<file path="src/design/pit_pkg.sv">
// Types, codes and per-channel helper functions for the interval timer.
// No dependencies; imported by pit_channel and programmable_interval_timer.
package pit_pkg;

    localparam int NUM_CHANNELS = 3;

    localparam logic [16:0] FULL_COUNT = 17'h10000;

    typedef enum logic [1:0] {
        FUNC_TICK  = 2'd0,
        FUNC_WRITE = 2'd1,
        FUNC_READ  = 2'd2,
        FUNC_NOP   = 2'd3
    } func_t;

    localparam logic [1:0] ADDR_CTRL    = 2'd3;
    localparam logic [1:0] SEL_READBACK = 2'd3;
    localparam logic [1:0] ACC_LATCH    = 2'd0;

    // counting modes
    localparam logic [2:0] MODE_INT_ON_TC = 3'd0;
    localparam logic [2:0] MODE_ONE_SHOT  = 3'd1;
    localparam logic [2:0] MODE_RATE      = 3'd2;
    localparam logic [2:0] MODE_SQUARE    = 3'd3;
    localparam logic [2:0] MODE_RESET     = 3'd3;

    // byte sequencing for data port reads and writes
    localparam logic [2:0] PH_HIGH    = 3'd2;
    localparam logic [2:0] PH_WORD_LO = 3'd3;
    localparam logic [2:0] PH_WORD_HI = 3'd4;

    // latched count sequencing
    localparam logic [1:0] LP_NONE = 2'd0;
    localparam logic [1:0] LP_HIGH = 2'd2;
    localparam logic [1:0] LP_WORD = 2'd3;

    // terminal count stage
    localparam logic [1:0] TS_BEFORE = 2'd0;
    localparam logic [1:0] TS_AT     = 2'd1;
    localparam logic [1:0] TS_PAST   = 2'd2;

    typedef struct packed {
        logic tick;     // PIT clock beat
        logic wr;       // data port write
        logic prog;     // control word programs this channel
        logic latch;    // counter latch
        logic stat;     // read-back status latch
        logic rd;       // data port read
    } cmd_t;

    // modes 6 and 7 alias to 2 and 3
    function automatic logic [2:0] eff_mode(input logic [2:0] mode);
        return (mode >= 3'd6) ? mode - 3'd4 : mode;
    endfunction

    function automatic logic out_level(input logic [2:0] mode, input logic [16:0] n,
                                       input logic [1:0] stage, input logic [16:0] phase,
                                       input logic ticked);
        logic [17:0] half;
        logic        lvl;
        half = ({1'b0, n} + 18'd1) >> 1;
        case (eff_mode(mode))
            MODE_INT_ON_TC: lvl = (stage != TS_BEFORE);
            MODE_ONE_SHOT:  lvl = (stage == TS_BEFORE);
            MODE_RATE:      lvl = (phase == 17'd0) && ticked;
            MODE_SQUARE:    lvl = ({1'b0, phase} < half);
            default:        lvl = (stage == TS_AT);
        endcase
        return lvl;
    endfunction

    // phase < n, so twice the phase needs at most one subtract to wrap
    function automatic logic [15:0] live_count(input logic [2:0] mode, input logic [16:0] n,
                                               input logic [15:0] elapsed,
                                               input logic [16:0] phase);
        logic [17:0] dbl;
        logic [16:0] diff;
        dbl = {phase, 1'b0};
        if (dbl >= {1'b0, n}) begin
            dbl = dbl - {1'b0, n};
        end
        case (eff_mode(mode))
            MODE_RATE:   diff = n - phase;
            MODE_SQUARE: diff = n - dbl[16:0];
            default:     diff = n - {1'b0, elapsed};
        endcase
        return diff[15:0];
    endfunction

endpackage

</file>
<file path="src/design/pit_channel.sv">
// One timer channel: programming, load, latch, read sequencing and tick phase.
// Depends on pit_pkg.
module pit_channel (
    input  logic           aclk,
    input  logic           aresetn,
    input  logic           en,
    input  pit_pkg::cmd_t  cmd,
    input  logic [7:0]     wdata,
    output logic [7:0]     rdata,
    output logic           out_lvl
);
    import pit_pkg::*;

    logic [2:0]  mode_reg,      mode_next;
    logic [16:0] count_reg,     count_next;
    logic        bcd_reg,       bcd_next;
    logic [1:0]  acc_reg,       acc_next;
    logic [2:0]  rphase_reg,    rphase_next;
    logic [2:0]  wphase_reg,    wphase_next;
    logic [7:0]  wlow_reg,      wlow_next;
    logic [15:0] latched_reg,   latched_next;
    logic [1:0]  lphase_reg,    lphase_next;
    logic [7:0]  status_reg,    status_next;
    logic        held_reg,      held_next;
    logic [15:0] elapsed_reg,   elapsed_next;
    logic [16:0] phase_reg,     phase_next;
    logic [1:0]  stage_reg,     stage_next;
    logic        ticked_reg,    ticked_next;

    logic [15:0] live;
    logic [16:0] phase_inc;
    logic        load;
    logic [15:0] load_val;

    assign live      = live_count(mode_reg, count_reg, elapsed_reg, phase_reg);
    assign phase_inc = phase_reg + 17'd1;

    always_comb begin
        mode_next    = mode_reg;
        count_next   = count_reg;
        bcd_next     = bcd_reg;
        acc_next     = acc_reg;
        rphase_next  = rphase_reg;
        wphase_next  = wphase_reg;
        wlow_next    = wlow_reg;
        latched_next = latched_reg;
        lphase_next  = lphase_reg;
        status_next  = status_reg;
        held_next    = held_reg;
        elapsed_next = elapsed_reg;
        phase_next   = phase_reg;
        stage_next   = stage_reg;
        ticked_next  = ticked_reg;
        rdata        = 8'h00;
        load         = 1'b0;
        load_val     = {8'h00, wdata};

        if (en && cmd.tick) begin
            if (stage_reg == TS_BEFORE) begin
                if ({1'b0, elapsed_reg} + 17'd1 == count_reg) begin
                    stage_next = TS_AT;
                end
            end else begin
                stage_next = TS_PAST;
            end
            elapsed_next = elapsed_reg + 16'd1;
            phase_next   = (phase_inc >= count_reg) ? 17'd0 : phase_inc;
            ticked_next  = 1'b1;
        end

        if (en && cmd.wr) begin
            case (wphase_reg)
                PH_HIGH: begin
                    load     = 1'b1;
                    load_val = {wdata, 8'h00};
                end
                PH_WORD_LO: begin
                    wlow_next   = wdata;
                    wphase_next = PH_WORD_HI;
                end
                PH_WORD_HI: begin
                    load        = 1'b1;
                    load_val    = {wdata, wlow_reg};
                    wphase_next = PH_WORD_LO;
                end
                default: begin
                    load = 1'b1;
                end
            endcase
        end

        if (load) begin
            count_next   = (load_val == 16'h0000) ? FULL_COUNT : {1'b0, load_val};
            elapsed_next = 16'h0000;
            phase_next   = 17'd0;
            stage_next   = TS_BEFORE;
            ticked_next  = 1'b0;
        end

        if (en && cmd.prog) begin
            acc_next    = wdata[5:4];
            rphase_next = {1'b0, wdata[5:4]};
            wphase_next = {1'b0, wdata[5:4]};
            mode_next   = wdata[3:1];
            bcd_next    = wdata[0];
        end

        // access mode 0 captures but leaves nothing marked
        if (en && cmd.latch && lphase_reg == LP_NONE) begin
            latched_next = live;
            lphase_next  = acc_reg;
        end

        if (en && cmd.stat && !held_reg) begin
            status_next = {out_level(mode_reg, count_reg, stage_reg, phase_reg, ticked_reg),
                           1'b0, acc_reg, mode_reg, bcd_reg};
            held_next   = 1'b1;
        end

        if (en && cmd.rd) begin
            if (held_reg) begin
                held_next = 1'b0;
                rdata     = status_reg;
            end else if (lphase_reg != LP_NONE) begin
                case (lphase_reg)
                    LP_HIGH: begin
                        rdata       = latched_reg[15:8];
                        lphase_next = LP_NONE;
                    end
                    LP_WORD: begin
                        rdata       = latched_reg[7:0];
                        lphase_next = LP_HIGH;
                    end
                    default: begin
                        rdata       = latched_reg[7:0];
                        lphase_next = LP_NONE;
                    end
                endcase
            end else begin
                case (rphase_reg)
                    PH_HIGH: rdata = live[15:8];
                    PH_WORD_LO: begin
                        rdata       = live[7:0];
                        rphase_next = PH_WORD_HI;
                    end
                    PH_WORD_HI: begin
                        rdata       = live[15:8];
                        rphase_next = PH_WORD_LO;
                    end
                    default: rdata = live[7:0];
                endcase
            end
        end
    end

    // OUT as it stands once this beat has been applied
    assign out_lvl = out_level(mode_next, count_next, stage_next, phase_next, ticked_next);

    always_ff @(posedge aclk) begin
        if (!aresetn) begin
            mode_reg    <= MODE_RESET;
            count_reg   <= FULL_COUNT;
            bcd_reg     <= 1'b0;
            acc_reg     <= 2'd0;
            rphase_reg  <= 3'd0;
            wphase_reg  <= 3'd0;
            wlow_reg    <= 8'h00;
            latched_reg <= 16'h0000;
            lphase_reg  <= LP_NONE;
            status_reg  <= 8'h00;
            held_reg    <= 1'b0;
            elapsed_reg <= 16'h0000;
            phase_reg   <= 17'd0;
            stage_reg   <= TS_BEFORE;
            ticked_reg  <= 1'b0;
        end else begin
            mode_reg    <= mode_next;
            count_reg   <= count_next;
            bcd_reg     <= bcd_next;
            acc_reg     <= acc_next;
            rphase_reg  <= rphase_next;
            wphase_reg  <= wphase_next;
            wlow_reg    <= wlow_next;
            latched_reg <= latched_next;
            lphase_reg  <= lphase_next;
            status_reg  <= status_next;
            held_reg    <= held_next;
            elapsed_reg <= elapsed_next;
            phase_reg   <= phase_next;
            stage_reg   <= stage_next;
            ticked_reg  <= ticked_next;
        end
    end

endmodule

</file>
<file path="src/design/programmable_interval_timer.sv">
// Three-channel interval timer, top level.
// Depends on pit_pkg and pit_channel.
//
// Usage:
//   Each input beat on s_* is one PIT clock tick (s_func 0), a byte write
//   (s_func 1) or a byte read (s_func 2) at port s_addr: ports 0-2 are the
//   channel data ports, port 3 takes control words (program, counter latch,
//   read-back). Every input beat yields exactly one result beat on m_*:
//   m_rdata carries the byte read (0 otherwise) and m_out0..m_out2 the OUT
//   levels of the channels once the beat has taken effect.
//   From input acceptance to m_valid a beat passes the input register, which
//   the accepting edge loads, and then the result register, which takes the
//   channel update once it can advance.
//   Throughput is one beat per cycle while m_ready is high; every channel's
//   update is a single pass of its own compare/subtract logic, so nothing
//   iterates. When m_ready is low the result register holds and the input
//   register still takes one more beat; s_ready falls only when both are full.
//   Reset (aresetn low, synchronous) empties both registers and returns all
//   channels to mode 3, count 65536, nothing latched.
module programmable_interval_timer (
    input  logic       aclk,
    input  logic       aresetn,
    input  logic       s_valid,
    output logic       s_ready,
    input  logic [1:0] s_func,
    input  logic [1:0] s_addr,
    input  logic [7:0] s_wdata,
    output logic       m_valid,
    input  logic       m_ready,
    output logic [7:0] m_rdata,
    output logic       m_out0,
    output logic       m_out1,
    output logic       m_out2
);
    import pit_pkg::*;

    logic       in_valid_reg;
    logic [1:0] func_reg;
    logic [1:0] addr_reg;
    logic [7:0] wdata_reg;

    logic       out_valid_reg;
    logic [7:0] rdata_reg,  rdata_next;
    logic       out0_reg;
    logic       out1_reg;
    logic       out2_reg;

    logic       advance;
    logic       proc;
    logic       is_ctrl;
    logic [1:0] sel;
    logic [1:0] acc;

    cmd_t       ch_cmd   [NUM_CHANNELS];
    logic [7:0] ch_rdata [NUM_CHANNELS];
    logic       ch_out   [NUM_CHANNELS];

    assign advance = !out_valid_reg || m_ready;
    assign proc    = in_valid_reg && advance;
    assign s_ready = !in_valid_reg || advance;

    assign is_ctrl = (func_reg == FUNC_WRITE) && (addr_reg == ADDR_CTRL);
    assign sel     = wdata_reg[7:6];
    assign acc     = wdata_reg[5:4];

    for (genvar c = 0; c < NUM_CHANNELS; c++) begin : g_ch
        logic picked;
        logic rb_sel;

        assign picked = (sel == 2'(c));
        assign rb_sel = (sel == SEL_READBACK) && wdata_reg[c + 1];

        assign ch_cmd[c].tick  = (func_reg == FUNC_TICK);
        assign ch_cmd[c].wr    = (func_reg == FUNC_WRITE) && (addr_reg == 2'(c));
        assign ch_cmd[c].prog  = is_ctrl && picked && (acc != ACC_LATCH);
        assign ch_cmd[c].latch = is_ctrl && ((picked && acc == ACC_LATCH) ||
                                             (rb_sel && !wdata_reg[5]));
        assign ch_cmd[c].stat  = is_ctrl && rb_sel && !wdata_reg[4];
        assign ch_cmd[c].rd    = (func_reg == FUNC_READ) && (addr_reg == 2'(c));

        pit_channel u_ch (
            .aclk    (aclk),
            .aresetn (aresetn),
            .en      (proc),
            .cmd     (ch_cmd[c]),
            .wdata   (wdata_reg),
            .rdata   (ch_rdata[c]),
            .out_lvl (ch_out[c])
        );
    end

    // only the addressed channel drives a non-zero byte
    always_comb begin
        rdata_next = 8'h00;
        for (int i = 0; i < NUM_CHANNELS; i++) begin
            rdata_next = rdata_next | ch_rdata[i];
        end
    end

    always_ff @(posedge aclk) begin
        if (!aresetn) begin
            in_valid_reg  <= 1'b0;
            out_valid_reg <= 1'b0;
        end else begin
            if (s_ready) begin
                in_valid_reg <= s_valid;
            end
            if (advance) begin
                out_valid_reg <= in_valid_reg;
            end
        end
    end

    always_ff @(posedge aclk) begin
        if (s_valid && s_ready) begin
            func_reg  <= s_func;
            addr_reg  <= s_addr;
            wdata_reg <= s_wdata;
        end
        if (proc) begin
            rdata_reg <= rdata_next;
            out0_reg  <= ch_out[0];
            out1_reg  <= ch_out[1];
            out2_reg  <= ch_out[2];
        end
    end

    assign m_valid = out_valid_reg;
    assign m_rdata = rdata_reg;
    assign m_out0  = out0_reg;
    assign m_out1  = out1_reg;
    assign m_out2  = out2_reg;

endmodule

</file>
<file path="config.mk">
export PLATFORM = sky130hd
export DESIGN_NAME = programmable_interval_timer
export DESIGN_NICKNAME = d
export VERILOG_FILES = /design/src/design/pit_pkg.sv /design/src/design/pit_channel.sv /design/src/design/programmable_interval_timer.sv
export SDC_FILE = /design/constraint.sdc
export NUM_CORES = 1
export LEC_CHECK = 0
export BUFFER_PORTS_ARGS = -buffer_cell sky130_fd_sc_hd__buf_2
export CELL_PAD_IN_SITES_DETAIL_PLACEMENT = 1
export CELL_PAD_IN_SITES_GLOBAL_PLACEMENT = 1
export CORE_AREA = 2 2 234 236
export DETAILED_ROUTE_END_ITERATION = 12
export DIE_AREA = 0 0 236 238
export PLACE_DENSITY_LB_ADDON = 0.25
export SLEW_MARGIN = 20
export SYNTH_ARGS = -nofsm -noshare
export SYNTH_HDL_FRONTEND = slang
export SYNTH_SLANG_ARGS = --single-unit
</file>
<file path="constraint.sdc">
create_clock -name aclk -period 9.9 [get_ports aclk]
set_input_delay 1.485 -clock aclk [delete_from_list [all_inputs] [get_ports aclk]]
set_output_delay 1.485 -clock aclk [all_outputs]
set_load 0.02 [all_outputs]
</file>
Word-level counts from Yosys, hierarchy flattened
Cells that the tools add are included.
Cells by class
  add/sub/neg operators: 33
  magnitude comparators: 18
  reduce and logical (&&, ||, !) cells: 138
  muxes and demuxes: 129
  bitwise operators: 3
  equal/unequal tests: 59
Operator list (count)
  $mux 17: 15
  $pmux 16 s2: 6
  $sub 16x16->16: 12
  $mux 8: 15
  $add 17x1->18 const B: 6
  $logic_not 17->1: 6
  $lt 17x17->1: 6
  $mux 16: 6
  $eq 3x2->1 const B: 24
  $mux 2: 33
  $mux 3: 21
  $logic_and 1x1->1: 61
  $ge 18x17->1: 3
  $add 16x1->17 const B: 3
  $add 17x1->17 const B: 3
  $eq 17x17->1: 3
  $ge 17x17->1: 3
  $add 16x1->16 const B: 3
  $logic_not 16->1: 3
  $pmux 3 s2: 6
  $reduce_bool 2->1: 16
  $logic_not 2->1: 13
  $pmux 1 s4: 6
  $eq 2x2->1 const B: 11
  other kinds (14): 96
Word-level totals
  register bits: 322
  word-level logic and storage cells: 437

Longest topological paths before layout
Gate-level depths: netlist of the first run.
  depth after elaboration: 11
  gate-level depth with buffers: 28
  mapped depth without buffers: 25

By module
A second synthesis of the first run with hierarchy kept.
Second synthesis, totals
  cell total of the unflattened synthesis: 3631
  area, all modules: 28258.4 um^2
By module, submodules not included
  pit_channel at g_ch[0].u_ch ...: area an instance 9091.2 um^2, sequential area each 1981.9 um^2, cells each 1174, times used 2
  pit_channel at g_ch[2].u_ch: area an instance 9043.7 um^2, sequential area each 1981.9 um^2, cells each 1208, times used 1
  programmable_interval_timer: area an instance 1032.2 um^2, sequential area each 730.7 um^2, cells each 75, times used 1

Least setup slack after synthesis of the first run
No wires, ideal clock.
  path type: register to register
  from: register g_ch[1].u_ch.count_reg[2]
  to: register rdata_reg[0] (netlist: m_rdata[0]), data pin
  period minus slack after synthesis: 5.719 ns
  slack: 4.181 ns
  cell stages (with the launch flop): 24
  data arrival time: 5.453 ns
  cells stage by stage: dfxtp_1 -> clkbuf_1 -> inv_1 -> ha_1 -> a21o_1 -> a221oi_1 -> o221a_2 -> o21ai_1 -> o31ai_2 -> clkbuf_1 -> o221ai_1 -> o21a_1 -> ha_1 -> fa_1 -> nor2b_1 -> o21ai_0 -> a21boi_0 -> o21a_1 -> a21oi_1 -> xnor2_1 -> a211o_1 -> a221oi_1 -> nor3_1 -> or3_1
On the way
  cells in the longest elaborated chain, start to end: 10
  elaborated cells on any way between the ends: 13
  classes of those cells: add/sub (4); order compare (1); mux (6); bitwise (2)
Ends and longest elaborated chain
  from (decl): line pit_channel.sv:15  | logic [16:0] count_reg, count_next;
  from (signal assigned): line pit_channel.sv:178  | count_reg <= count_next;
  $sub 16x16->16 / $ge 18x17->1 (equally long branches): line pit_pkg.sv:80, pit_pkg.sv:79
  $mux 16: line pit_pkg.sv:79  | if (dbl >= {1'b0, n}) begin
  $sub 16x16->16: line pit_pkg.sv:84  | MODE_SQUARE: diff = n - dbl[16:0];
  $pmux 16 s2 (*): line pit_pkg.sv:82  | case (eff_mode(mode))
  $mux 8 (*): line pit_channel.sv:140  | case (rphase_reg)
  $mux 8 (*): line pit_channel.sv:124  | end else if (lphase_reg != LP_NONE) begin
  $mux 8 (*): line pit_channel.sv:121  | if (held_reg) begin
  $mux 8 (*): line pit_channel.sv:120  | if (en && cmd.rd) begin
  $or 8x8->8 (*) (2 in series): line programmable_interval_timer.sv:96  | rdata_next = rdata_next | ch_rdata[i];
  via rdata_next[0]: line programmable_interval_timer.sv:43  | logic [7:0] rdata_reg, rdata_next;
  to (signal assigned): line programmable_interval_timer.sv:121  | rdata_reg <= rdata_next;
  to (decl): line programmable_interval_timer.sv:43
Mark *: on every way through the listed nets, which the timed path passes. The rest lies on a longest branch.
A chain may end at the register's enable or synchronous reset.

Final worst setup path of the first run
  from: register g_ch[0].u_ch.count_reg[2]
  to: register rdata_reg[7] (netlist: m_rdata[7]), data pin
On the way
  cells in the longest elaborated chain, start to end: 10
  elaborated cells on any way between the ends: 13
  classes of those cells: add/sub (4); order compare (1); mux (6); bitwise (2)
Ends and longest elaborated chain (line)
  from (decl): pit_channel.sv:15
  from (signal assigned): pit_channel.sv:178
  $sub 16x16->16 / $ge 18x17->1 (equally long branches): pit_pkg.sv:80, pit_pkg.sv:79
  $mux 16: pit_pkg.sv:79
  $sub 16x16->16: pit_pkg.sv:84
  $pmux 16 s2 (*): pit_pkg.sv:82
  $mux 8 (*): pit_channel.sv:140
  $mux 8 (*): pit_channel.sv:124
  $mux 8 (*): pit_channel.sv:121
  $mux 8 (*): pit_channel.sv:120
  $or 8x8->8 (*) (2 in series): programmable_interval_timer.sv:96
  via rdata_next[7]: programmable_interval_timer.sv:43
Marks and branches as above.

==> flow_metrics.env, run 1 <==
export IMPL_critPathCapture="m_rdata[7]$_DFFE_PP_"
export IMPL_drt_iter0_drc=2762
export IMPL_finalCritPeriodShare=0.681
export IMPL_postCtsHoldBufs=0
export IMPL_post_cts_buffers=0
export IMPL_reg2regPathDepth=22
export IMPL_mappedNetlistArea_mm2=0.0280
export IMPL_skew_ns=0.0248
export IMPL_synth_top_area_share=0.213
export IMPL_hold_viol=0
export IMPL_cts_buffers=41
export IMPL_coreArea_mm2=0.0535
export IMPL_grt_use_total=0.386
export IMPL_synth_edff_count=23
export IMPL_ctsLongestPathBuffers=3
export IMPL_nNetsFinal=3854
export IMPL_ios=29
export IMPL_setup_violations=0
export IMPL_holdWs_ns=0.462
export IMPL_place_ws_ns=2.97
export IMPL_synth_adder_area_share=0.119
export IMPL_yosys_area_share_simple=0.242
export IMPL_dp_cells=4227
export IMPL_synth_compound_area_share=0.212
export IMPL_die_x_um=236
export IMPL_synth_nets=3976
export IMPL_final_core_util=0.559
export IMPL_die_h_um=238
export IMPL_slew_limit_headroom=0.157
export IMPL_dp_hpwl_um=82800
export IMPL_syn_area_per_cell_um2=7.59
export IMPL_wl_per_cell_um=25.9
export IMPL_rr_endpoint="m_rdata[7]$_DFFE_PP_"
export IMPL_drive_above_1_share=0.0488
export IMPL_synth_top_family_by_area="simple AND/OR/NAND/NOR gates"
export IMPL_rsz0062_at_grt="false"
export IMPL_synth_seq_cells=322
export IMPL_die_area_mm2=0.0562
export IMPL_synthTopCellsByCount="430 x nor2_1, 319 x a21oi_1, 299 x dfxtp_1, 299 x nand2_1, 258 x ha_1"
export IMPL_start_util=0.524
export IMPL_async_reset_ff_frac=0
export IMPL_critPathMaxFanout=28
export IMPL_drc=0
export IMPL_max_vdd_ir_drop_uv=154
export IMPL_worst_setup_path_end_kind="register"
export IMPL_io_buffers=28
export IMPL_hold_class="reg -> reg"
export IMPL_clockRootBuffer="clkbuf_16"
export IMPL_antenna_found_initial=3
export IMPL_cts_sinks=322
export IMPL_place_area_mm2=0.0285
export IMPL_grt_pass1_wl_um=171000
export IMPL_grtUsageMet3=0.0730
export IMPL_synth_ff_type="dfxtp_1"
export IMPL_place_gp_congestion=0.989
export IMPL_p_total_mw=3.22
export IMPL_worstSetupPathType="reg -> reg"
export IMPL_fin_setup_tns_ns=0
export IMPL_fin_cells=4304
export IMPL_netlist_instances=3696
export IMPL_yosysMostFrequentCell="nor2_1"
export IMPL_synth_xor_area_frac=0.101
export IMPL_vias_per_cell=6.70
export IMPL_synthMuxAreaShare=0.0391
export IMPL_cts_tree="built"
export IMPL_syn2layout_area_growth_pct=6.66
export IMPL_clk_pin_slew_worst_paths_ns=0.06
export IMPL_ys_warn_count=0
export IMPL_outcome="finished clean"
export IMPL_drt_wl_total_um=112000
export IMPL_synthTopCellsByArea="dfxtp_1 21%, ha_1 12%, xnor2_1 6.8%"
export IMPL_htreeDepth=2
export IMPL_yosysTopAreaCell="dfxtp_1"
export IMPL_synth_seq_area_share=0.238
export IMPL_firstDrtPassIters=6
export IMPL_rrSetupSlack_ns=3.16
export IMPL_worst_endpoint_arrival_ns=7.07
export IMPL_grt_busiest_layer="met2"
export IMPL_grtUsageMet1=0.506
export IMPL_power_density_mw_per_mm2=108
export IMPL_vias=28800
export IMPL_design_area_mm2=0.0299
export IMPL_ys_types=89
export IMPL_fin_crit_ns=6.74
export IMPL_ctsResizeCount=0
export IMPL_ant_nets=0
export IMPL_worst_slew_pin_slew_ns=1.25
export IMPL_overflow=0
export IMPL_grt_max_degree=76
export IMPL_drv_slew=0
export IMPL_clkLatencyLatePin_ns=0.60
export IMPL_cp_startpoint="g_ch[0].u_ch.count_reg[2]$_SDFF_PN0_"
export IMPL_cap_violations=0
export IMPL_first_global_vias=29500
export IMPL_start_kind="register"
export IMPL_power_leakage_nw=11.7
export IMPL_max_freq_mhz=148
export IMPL_required_ns=10.23
export IMPL_use_met2=0.620
export IMPL_fin_ws_ns=3.16
export IMPL_reg2reg_from="g_ch[0].u_ch.count_reg[2]$_SDFF_PN0_"
export IMPL_num_rows=85
-- report_power, final --
| part | switching, mW | internal [mW] |
|---|---|---|
| Combinational | 0.192 | 0.101 |
| Clock | 0.663 | 0.936 |
| Sequential | 0.0131 | 1.32 |
| Total | 0.868 | 2.36 |
-- worst max-delay path, cell delays in order, from the launching register on --
cell	delay (ns)
dfxtp_1	0.60
inv_1	0.29
ha_1	0.44
a211oi_1	0.32
o21bai_1	0.16
o211ai_1	0.23
a31oi_1	0.12
nor3_2	0.11
buf_4	0.32
a21oi_1	0.12
a211oi_1	0.42
a21oi_1	0.14
ha_1	0.37
a21oi_1	0.35
nand2_1	0.08
o21ai_0	0.43
o31ai_1	0.25
o31a_1	0.31
o211ai_1	0.38
nor2b_1	0.21
mux2i_1	0.18
a21oi_1	0.47
o211ai_1	0.16
-- layout by cell type (no fill, tap or decap), types with 92 or more instances in the layout --
| master | Yosys | layout |
|---|---|---|
| nor2_1 | 430 | 430 |
| ha_1 | 258 | 258 |
| o21ai_0 | 159 | 159 |
| inv_1 | 135 | 134 |
| a21oi_1 | 319 | 319 |
| a21o_1 | 92 | 92 |
| xor2_1 | 104 | 104 |
| dfxtp_1 | 299 | 299 |
| nand2_1 | 299 | 299 |
| mux2i_1 | 105 | 105 |
| xnor2_1 | 218 | 218 |
| nor3_1 | 95 | 93 |
| nand3_1 | 107 | 106 |
-- cells by family (layout without fill, tap and decap cells) --
logic type / after synthesis / count (layout)
AO/OA/AOI/OAI: 931 / 931
XOR/XNOR: 322 / 322
adder cells (fa/ha/maj): 264 / 264
buffers and inverters: 366 / 276
flip-flops: 322 / 322
multiplexers: 109 / 109
other: 0 / 2
AND/OR/NAND/NOR: 1382 / 1382
-- how the worst min path moves through the flow --
stage / slack [ns] / depth (start not counted) / to / start
floorplan: 0.43 / 2 / g_ch[0].u_ch.bcd_reg$_SDFFE_PN0P_ / g_ch[0].u_ch.bcd_reg$_SDFFE_PN0P_
global placement: 0.44 / 2 / g_ch[1].u_ch.latched_reg[8]$_SDFFE_PN0P_ / g_ch[1].u_ch.latched_reg[8]$_SDFFE_PN0P_
detailed placement: 0.45 / 2 / g_ch[1].u_ch.latched_reg[2]$_SDFFE_PN0P_ / g_ch[1].u_ch.latched_reg[2]$_SDFFE_PN0P_
CTS: 0.46 / 2 / g_ch[1].u_ch.latched_reg[2]$_SDFFE_PN0P_ / g_ch[1].u_ch.latched_reg[2]$_SDFFE_PN0P_
global route: 0.49 / 2 / g_ch[1].u_ch.latched_reg[2]$_SDFFE_PN0P_ / g_ch[1].u_ch.latched_reg[2]$_SDFFE_PN0P_
finish: 0.46 / 2 / g_ch[1].u_ch.latched_reg[2]$_SDFFE_PN0P_ / g_ch[1].u_ch.latched_reg[2]$_SDFFE_PN0P_
-- metal layers --
layer	vias up	part of all wire
met4	2	0.044
met3	273	0.089
met5	-	0.000072
met1	14300	0.42
met2	1239	0.45
li1	13000	-
-- final cells by class --
class	instances	area [um2]
clock buffer	55	1160
tap	696	871
fill	6603	23600
sequential	322	6680
inverter	138	520
clock inverter	20	253
multi-input combinational	3008	20000
antenna	2	5.00
timing repair buffer	63	403
(Power assumes the default switching activity.)
==> run 2, diff against run 1 <==
- CORE_AREA: 2 2 234 236 -> 2 2 243 245
- DIE_AREA: 0 0 236 238 -> 0 0 245 247
- clock period: 9.9 -> 6.73 ns (I/O delays scaled with it)
==> run 2 against run 1 <==
Largest cell class unchanged. Register-to-register slack lost 2.8 ns. Clock-buffer cell count decreased by 3. Non-clock buffer count grew 71. Largest power group unchanged. Hold slack worse by 0.0049 ns. Critical path depth is 1 higher. Utilization decreased by 3.5 points. Flip-flop and latch count stayed put. Clock power increased by 42%. Sequential power is 47% higher. Sequential share of layout area down 0.47 points. Critical endpoint is now m_out1$_DFFE_PP_. Cell count increased by 3.4%.
==> flow_metrics.env, run 2 (same netlist as run 1, synthesis figures left out) <==
export IMPL_cp_slowest_stage_delay_ns=0.68
export IMPL_worstSetupPathType="reg -> reg"
export IMPL_power_density_mw_per_mm2=153
export IMPL_ant_nets=0
export IMPL_finalCritPeriodShare=0.940
export IMPL_ios=29
export IMPL_clkLatencyLatePin_ns=0.60
export IMPL_start_kind="register"
export IMPL_wl_per_cell_um=25.9
export IMPL_vias_per_cell=6.47
export IMPL_die_x_um=245
export IMPL_slowest_stage="dfxtp_1"
export IMPL_drt_iter0_drc=2498
export IMPL_io_buffers=28
export IMPL_postCtsHoldBufs=0
export IMPL_die_area_mm2=0.0605
export IMPL_coreArea_mm2=0.0582
export IMPL_critPathMaxFanout=16
export IMPL_cts_buffers=41
export IMPL_ctsResizeCount=1
export IMPL_dp_hpwl_um=88300
export IMPL_max_freq_mhz=158
export IMPL_slew_limit_headroom=0.225
export IMPL_required_ns=7.11
export IMPL_final_common_cell="nor2_1"
export IMPL_worstHoldEndpoint="g_ch[1].u_ch.latched_reg[14]$_SDFFE_PN0P_"
export IMPL_worst_slew_pin_slew_ns=1.15
export IMPL_rrSetupSlack_ns=0.41
export IMPL_ctsLongestPathBuffers=3
export IMPL_clockRootBuffer="clkbuf_16"
export IMPL_outcome="finished clean"
export IMPL_hold_viol=0
export IMPL_fin_crit_ns=6.32
export IMPL_drive_above_1_share=0.0696
export IMPL_max_vdd_ir_drop_uv=206
export IMPL_post_cts_buffers=0
export IMPL_firstDrtPassIters=5
export IMPL_holdPathStages=2
export IMPL_die_h_um=247
export IMPL_syn2layout_area_growth_pct=8.93
export IMPL_worst_endpoint_arrival_ns=6.71
export IMPL_path_cells="nand3_1 -> or2_2 -> nor4_2 -> xor2_1 -> ha_1 -> and4_1 -> a41oi_1 -> a211oi_1 -> o22a_2 -> inv_1 -> o21ai_0 -> nor2_1 -> ha_1 -> a21o_1 -> a21o_1 -> a21o_1 -> a21oi_1 -> o21ai_0 -> a2111oi_0 -> o41ai_1 -> o41ai_1 -> a31oi_1 -> o41ai_1"
export IMPL_cts_tree="built"
export IMPL_start_util=0.482
export IMPL_grt_max_degree=102
export IMPL_drv_slew=0
export IMPL_num_rows=89
export IMPL_power_leakage_nw=12.0
export IMPL_worst_setup_path_end_kind="register"
export IMPL_drt_wl_total_um=115000
export IMPL_hold_class="reg -> reg"
export IMPL_fin_setup_tns_ns=0
export IMPL_min_from="g_ch[1].u_ch.latched_reg[14]$_SDFFE_PN0P_"
export IMPL_reg2regPathDepth=23
export IMPL_cap_violations=0
export IMPL_setup_violations=0
export IMPL_nNetsFinal=3925
export IMPL_cts_sinks=322
export IMPL_worstPathBufferInverterCount=1
export IMPL_rsz0062_at_grt="false"
export IMPL_htreeDepth=2
export IMPL_path_delay_family="compound AO/OA/AOI/OAI gates"
export IMPL_first_global_vias=29300
export IMPL_rr_endpoint="m_out1$_DFFE_PP_"
export IMPL_overflow=0
export IMPL_fin_cells=4452
export IMPL_vias=28800
export IMPL_final_cell_mix="430 x nor2_1, 319 x a21oi_1, 299 x nand2_1, 299 x dfxtp_1, 258 x ha_1"
export IMPL_drc=0
export IMPL_grt_pass1_wl_um=176000
export IMPL_skew_ns=0.0223
export IMPL_reg2reg_from="g_ch[1].u_ch.phase_reg[0]$_SDFF_PN0_"
export IMPL_grt_use_total=0.375
export IMPL_antenna_found_initial=2
export IMPL_place_gp_congestion=1.00
export IMPL_dp_cells=4374
export IMPL_clk_pin_slew_worst_paths_ns=0.06
==> run 2: cell count changes in the layout (fill, tap and decap cells not counted), moves of 2 or more <==
cell and change:
buf_12 +2, clkinv_1 -3, clkinv_2 +5, buf_4 +68, clkinv_4 +2, bufinv_16 -2
==> run 2: report_power, final <==
part	internal [mW]	switching [mW]	leakage, nW	total, mW
Combinational	0.153	0.289	8.74	0.441
Clock	1.27	0.999	0.670	2.27
Sequential	1.94	0.0213	2.63	1.96
==> run 2: layer usage <==
metal  wire, um  part of all wire  vias to the layer above  global-route usage
li1           -                 -                    13100                   -
met1      50100              0.43                    14300               0.491
met2      51700              0.45                     1067               0.605
met3       8350             0.072                      275              0.0645
met4       5070             0.044                        2               0.163
met5         13           0.00011                        -                   0
==> run 2: final cells by class <==
cell class	count	area, um2
clock buffers	52	1120
repair buffers	134	981
multi-input cells	3008	20000
diodes	1	2.50
flip-flops and latches	322	6680
inverters	138	520
clock inverters	24	240
fillers	7246	27700
well taps	773	967
==> run 2: worst max path at each step <==
stage,start,to,slack [ns],depth (start not counted)
2_1_floorplan,g_ch[1].u_ch.count_reg[2]$_SDFF_PN0_,m_rdata[0]$_DFFE_PP_,1.01,23
3_3_place_gp,g_ch[1].u_ch.phase_reg[0]$_SDFF_PN0_,m_out1$_DFFE_PP_,0.13,23
3_5_place_dp,g_ch[1].u_ch.phase_reg[0]$_SDFF_PN0_,m_out1$_DFFE_PP_,0.04,23
4_1_cts,g_ch[1].u_ch.phase_reg[0]$_SDFF_PN0_,m_out1$_DFFE_PP_,0.07,23
5_1_grt,g_ch[1].u_ch.phase_reg[0]$_SDFF_PN0_,m_out1$_DFFE_PP_,0.1,23
6_report,g_ch[1].u_ch.phase_reg[0]$_SDFF_PN0_,m_out1$_DFFE_PP_,0.41,23
==> run 2: per-stage QoR <==
step | cell area, um2 | util | hold slack, ns | worst slack (ns) | power (mW)
final | 30600 | 0.525 | 0.457 | 0.405 | 4.68
after floorplan | 28000 | - | 0.432 | 1.01 | 2.28
after CTS | 30500 | 0.524 | 0.457 | 0.0736 | 4.68
after detailed placement | 29100 | 0.500 | 0.449 | 0.0430 | 2.43
after global placement | 29100 | 0.500 | 0.441 | 0.132 | 2.42
after global routing | 30600 | 0.525 | 0.488 | 0.0952 | 4.81
==> run 2: tightest hold or removal path, cell delays in order (launching register included) <==
cell,delay (ns)
dfxtp_1,0.31
nand2_1,0.05
a21oi_1,0.05
